`config.mk`:
```
export PLATFORM = sky130hd
export DESIGN_NAME = bapp_mul
export DESIGN_NICKNAME = d
export VERILOG_FILES = /design/src/rtl/bapp_pkg.sv /design/src/rtl/bapp_mul.sv
export SDC_FILE = /design/constraint.sdc
export NUM_CORES = 2
export LEC_CHECK = 0
export ABC_AREA = 1
export ABC_CLOCK_PERIOD_IN_PS = 5470
export BUFFER_PORTS_ARGS = -buffer_cell sky130_fd_sc_hd__buf_2
export CAP_MARGIN = 20
export CELL_PAD_IN_SITES_DETAIL_PLACEMENT = 1
export CELL_PAD_IN_SITES_GLOBAL_PLACEMENT = 1
export CORE_ASPECT_RATIO = 0.5
export CORE_MARGIN = 3
export CORE_UTILIZATION = 45
export CTS_CLUSTER_SIZE = 24
export DETAILED_ROUTE_END_ITERATION = 10
export PLACE_DENSITY_LB_ADDON = 0.25
export SYNTH_ARGS = -nofsm -noshare
export SYNTH_HDL_FRONTEND = slang
export SYNTH_SLANG_ARGS = --single-unit
```
`constraint.sdc`:
```
create_clock -name clk -period 5.47 [get_ports clk]
set_input_delay 0 -clock clk [delete_from_list [all_inputs] [get_ports clk]]
set_output_delay 0 -clock clk [all_outputs]
set_load 0.05 [all_outputs]
```
`src/rtl/bapp_pkg.sv`:
```
// bapp_pkg: types, register indexes and fixed-point helpers for the
// binomial american put pricer. No dependencies.
`timescale 1ns / 1ps
`default_nettype none

package bapp_pkg;

  localparam logic [63:0] Q30_HALF = 64'h0000_0000_2000_0000;

  typedef enum logic [2:0] {
    CFG_STEPS    = 3'd0,
    CFG_DOWN     = 3'd1,
    CFG_INV_DOWN = 3'd2,
    CFG_UD_RATIO = 3'd3,
    CFG_PROB_UP  = 3'd4,
    CFG_PROB_DN  = 3'd5,
    CFG_DISCOUNT = 3'd6
  } cfg_idx_t;

  typedef enum logic [3:0] {
    S_IDLE,
    S_DOWN,
    S_DOWN_RND,
    S_FILL,
    S_FILL_WR,
    S_BRD,
    S_B1,
    S_B2,
    S_B3,
    S_B4,
    S_B5,
    S_DONE
  } state_t;

  typedef struct packed {
    logic        en;
    logic [31:0] a;
    logic [31:0] b;
  } mul_req_t;

  typedef struct packed {
    logic [31:0] value;
    logic        sat;
  } rnd_t;

  // round half up from q30, wrap at 64 bits, saturate to 32 bits
  function automatic rnd_t round_q30(input logic [63:0] wide);
    logic [63:0] sum;
    rnd_t        r;
    sum     = wide + Q30_HALF;
    r.sat   = |sum[63:62];
    r.value = r.sat ? 32'hFFFF_FFFF : sum[61:30];
    return r;
  endfunction

  function automatic logic [31:0] exercise(input logic [31:0] k, input logic [31:0] price);
    return (k > price) ? (k - price) : 32'd0;
  endfunction

endpackage

`default_nettype wire

```
`src/rtl/bapp_mul.sv`:
```
// bapp_mul: shared 32x32 multiplier with registered 64-bit product.
// Depends on bapp_pkg for the request type.
`timescale 1ns / 1ps
`default_nettype none

module bapp_mul
  import bapp_pkg::*;
(
  input  wire logic     clk,
  input  wire mul_req_t req,
  output logic [63:0]   prod_r
);

  always_ff @(posedge clk) begin
    if (req.en) begin
      prod_r <= 64'(req.a) * 64'(req.b);
    end
  end

endmodule

`default_nettype wire

```
==> results.sh <==
export IMPL_outcome="finished, violations left"
export IMPL_violations="negative setup slack"
export IMPL_largest_reg_flops=64
export IMPL_hold_ws_ns=0.434
export IMPL_die_w_um=417
export IMPL_cp_required_ns=5.58
export IMPL_routed_wl_um=157000
export IMPL_syn_area_um2=38000
export IMPL_crit_path_max_incr_delay_ns=0.63
export IMPL_cp_cell_sequence="buf_12 > buf_6 > nand2_2 > inv_2 > fa_1 > fa_1 > fa_1 > inv_2 > fa_1 > inv_2 > fa_1 > fa_1 > fa_2 > fa_1 > buf_6 > ha_4 > nand2_4 > nor2_4 > nand2_2 > nor2_2 > nand2_1 > nand2_1 > xor2_1"
export IMPL_grt_usage=0.337
export IMPL_place_gp_congestion=0.933
export IMPL_syn_avg_cell_area_um2=7.57
export IMPL_synthCells=5023
export IMPL_design_area_um2=48600
export IMPL_rsz0062_at_grt="true"
export IMPL_gr_total_overflow=0
export IMPL_slew_violations=0
export IMPL_finalHoldViolCount=0
export IMPL_syn2layout_area_growth_pct=27.9
export IMPL_vias=34800
export IMPL_fin_crit_sh=1.16
export IMPL_path_class="in -> reg"
export IMPL_grt_max_degree=65
export IMPL_critPathSlowestCell="fa_2"
export IMPL_drv_cap=0
export IMPL_worstMarginPinSlew_ns=0.977
export IMPL_setup_slack_ns=-0.857
export IMPL_cts_buffers=9
export IMPL_io_buffers=129
export IMPL_grt_pass1_wl_um=226000
export IMPL_ant_nets=0
export IMPL_placementRows=74
export IMPL_ys_seq_elements=64
export IMPL_layout_drive_gt1_share=0.258
export IMPL_setup_tns_final_ns=-31.04
export IMPL_fin_util=0.588
export IMPL_initial_core_util=0.460
export IMPL_synth_yosys_seq_area_share=0.0505
export IMPL_tritoncts="yes"
export IMPL_placedInstanceArea_um2=43300
export IMPL_period_needed_ns=6.33
export IMPL_critical_path_arrival_ns=6.44
export IMPL_vias_per_cell=5.31
export IMPL_root_buffer="clkbuf_16"
export IMPL_slew_headroom=0.349
export IMPL_worstSetupStartpointType="primary input"
export IMPL_grt_pass1_vias=39000
export IMPL_crit_fanout=8
export IMPL_holdBufCountCts=0
export IMPL_crit_top_cell="fa_1"
export IMPL_clock_sink_count=64
export IMPL_fmax_ghz=0.158
export IMPL_yosys_warnings=0
export IMPL_reg_top3="prod_r x64"
export IMPL_setup_violations=53
export IMPL_place_hpwl_um=117000
export IMPL_cts_htree_levels=3
export IMPL_io_pins=130
export IMPL_hp_class="in -> reg"
export IMPL_drtIter0Drc=2964
export IMPL_dieArea_um2=88300
export IMPL_largest_register="prod_r"
export IMPL_wl_per_cell_um=23.9
export IMPL_antenna_found_initial=4
export IMPL_syn_nets=6248
export IMPL_cts_max_path_buffers=2
export IMPL_clkSlewWorstSetupHoldPaths_ns=0.06
export IMPL_setup_worst_path_end_class="flop"
export IMPL_dr_pass1_iters=5
export IMPL_chipHeight_um=212
export IMPL_fin_nets=6670
export IMPL_synthDistinctLibCells=23
export IMPL_core_area_um2=82700
export IMPL_drc=0
cell usage in the layout, fill, tap and decap left out, drive strengths merged:
cell type	Yosys	final
clkinv	0	4
fa	896	896
bufinv	0	1
xnor2	2	2
o21ai	2	2
bufbuf	0	6
edfxtp	64	64
nand4	16	16
xor2	33	33
buf	0	593
o21bai	12	12
nor3	18	18
nor2	101	101
diode	0	1
nand3	65	65
a21oi	43	43
nand2	1581	1581
ha	263	263
clkinvlp	0	1
clkbuf	192	13
inv	1735	1735
through the flow:
step / cells / worst slack [ns]
floorplan: 5023 / -0.169
global placement: 6435 / -1.44
detailed placement: 6435 / -1.55
CTS: 6519 / -0.541
global route: 6552 / -0.954
finish: 6552 / -0.857
path summary, 6_finish.rpt:
path	from	endpoint	cells after the start
max	req[51]	prod_r[33]$_DFFE_PP_	23
min	req[64]	prod_r[29]$_DFFE_PP_	2
cell families (layout without fill, tap and decap cells):
family	Yosys count	after routing	share of synthesized area
other	0	1	0
DFF	64	64	0.0505
AOI/OAI and AO/OA	57	57	0.00839
buffers and inverters	1927	2353	0.190
adders and majority gates	1159	1159	0.558
xor gates and xnor gates	35	35	0.00806
and+or+nand+nor	1781	1781	0.185
layout make-up:
class                      count  area (um2)
antenna                        1        2.50
inverter                    1735        6550
clock inverter                 6        61.3
fill                        9826       34000
multi-input combinational   3032       32200
timing repair buffer         603        6250
clock buffer                   9         225
sequential                    64        1920
tap                         1102        1380
Yosys cell counts, drive strengths merged:
master	count	share of area
a21oi	43	0.0057
clkbuf	192	0.019
edfxtp	64	0.051
fa	896	0.47
ha	263	0.087
inv	1735	0.17
nand2	1581	0.16
nand3	65	0.0097
nand4	16	0.0026
nor2	101	0.012
nor3	18	0.0035
o21ai	2	0.00026
o21bai	12	0.0025
xnor2	2	0.00046
xor2	33	0.0076
routing by layer:
layer	global-route usage	up-vias	part of all wire
met5	0	-	0
met4	0.103	0	0.047
met1	0.454	18100	0.40
li1	-	14500	-
met2	0.558	1637	0.47
met3	0.0614	461	0.085
worst max-delay path: cells and delay by family:
kind                       cells  cell delay, ns
adders and majority gates      9            4.56
and+or+nand+nor                7            1.21
buffers and inverters          6            0.57
xor gates and xnor gates       1            0.09
what timing repair did:
item	4_1_cts	5_1_grt
setup buffers	63	35
pin swaps	338	301
gates cloned	9	3
setup endpoints to repair	54	54
gates resized for setup	724	408
Power is left out: the tool's default activity adds up to more than one toggle a clock period on the data nets, which glitch-free logic cannot reach.
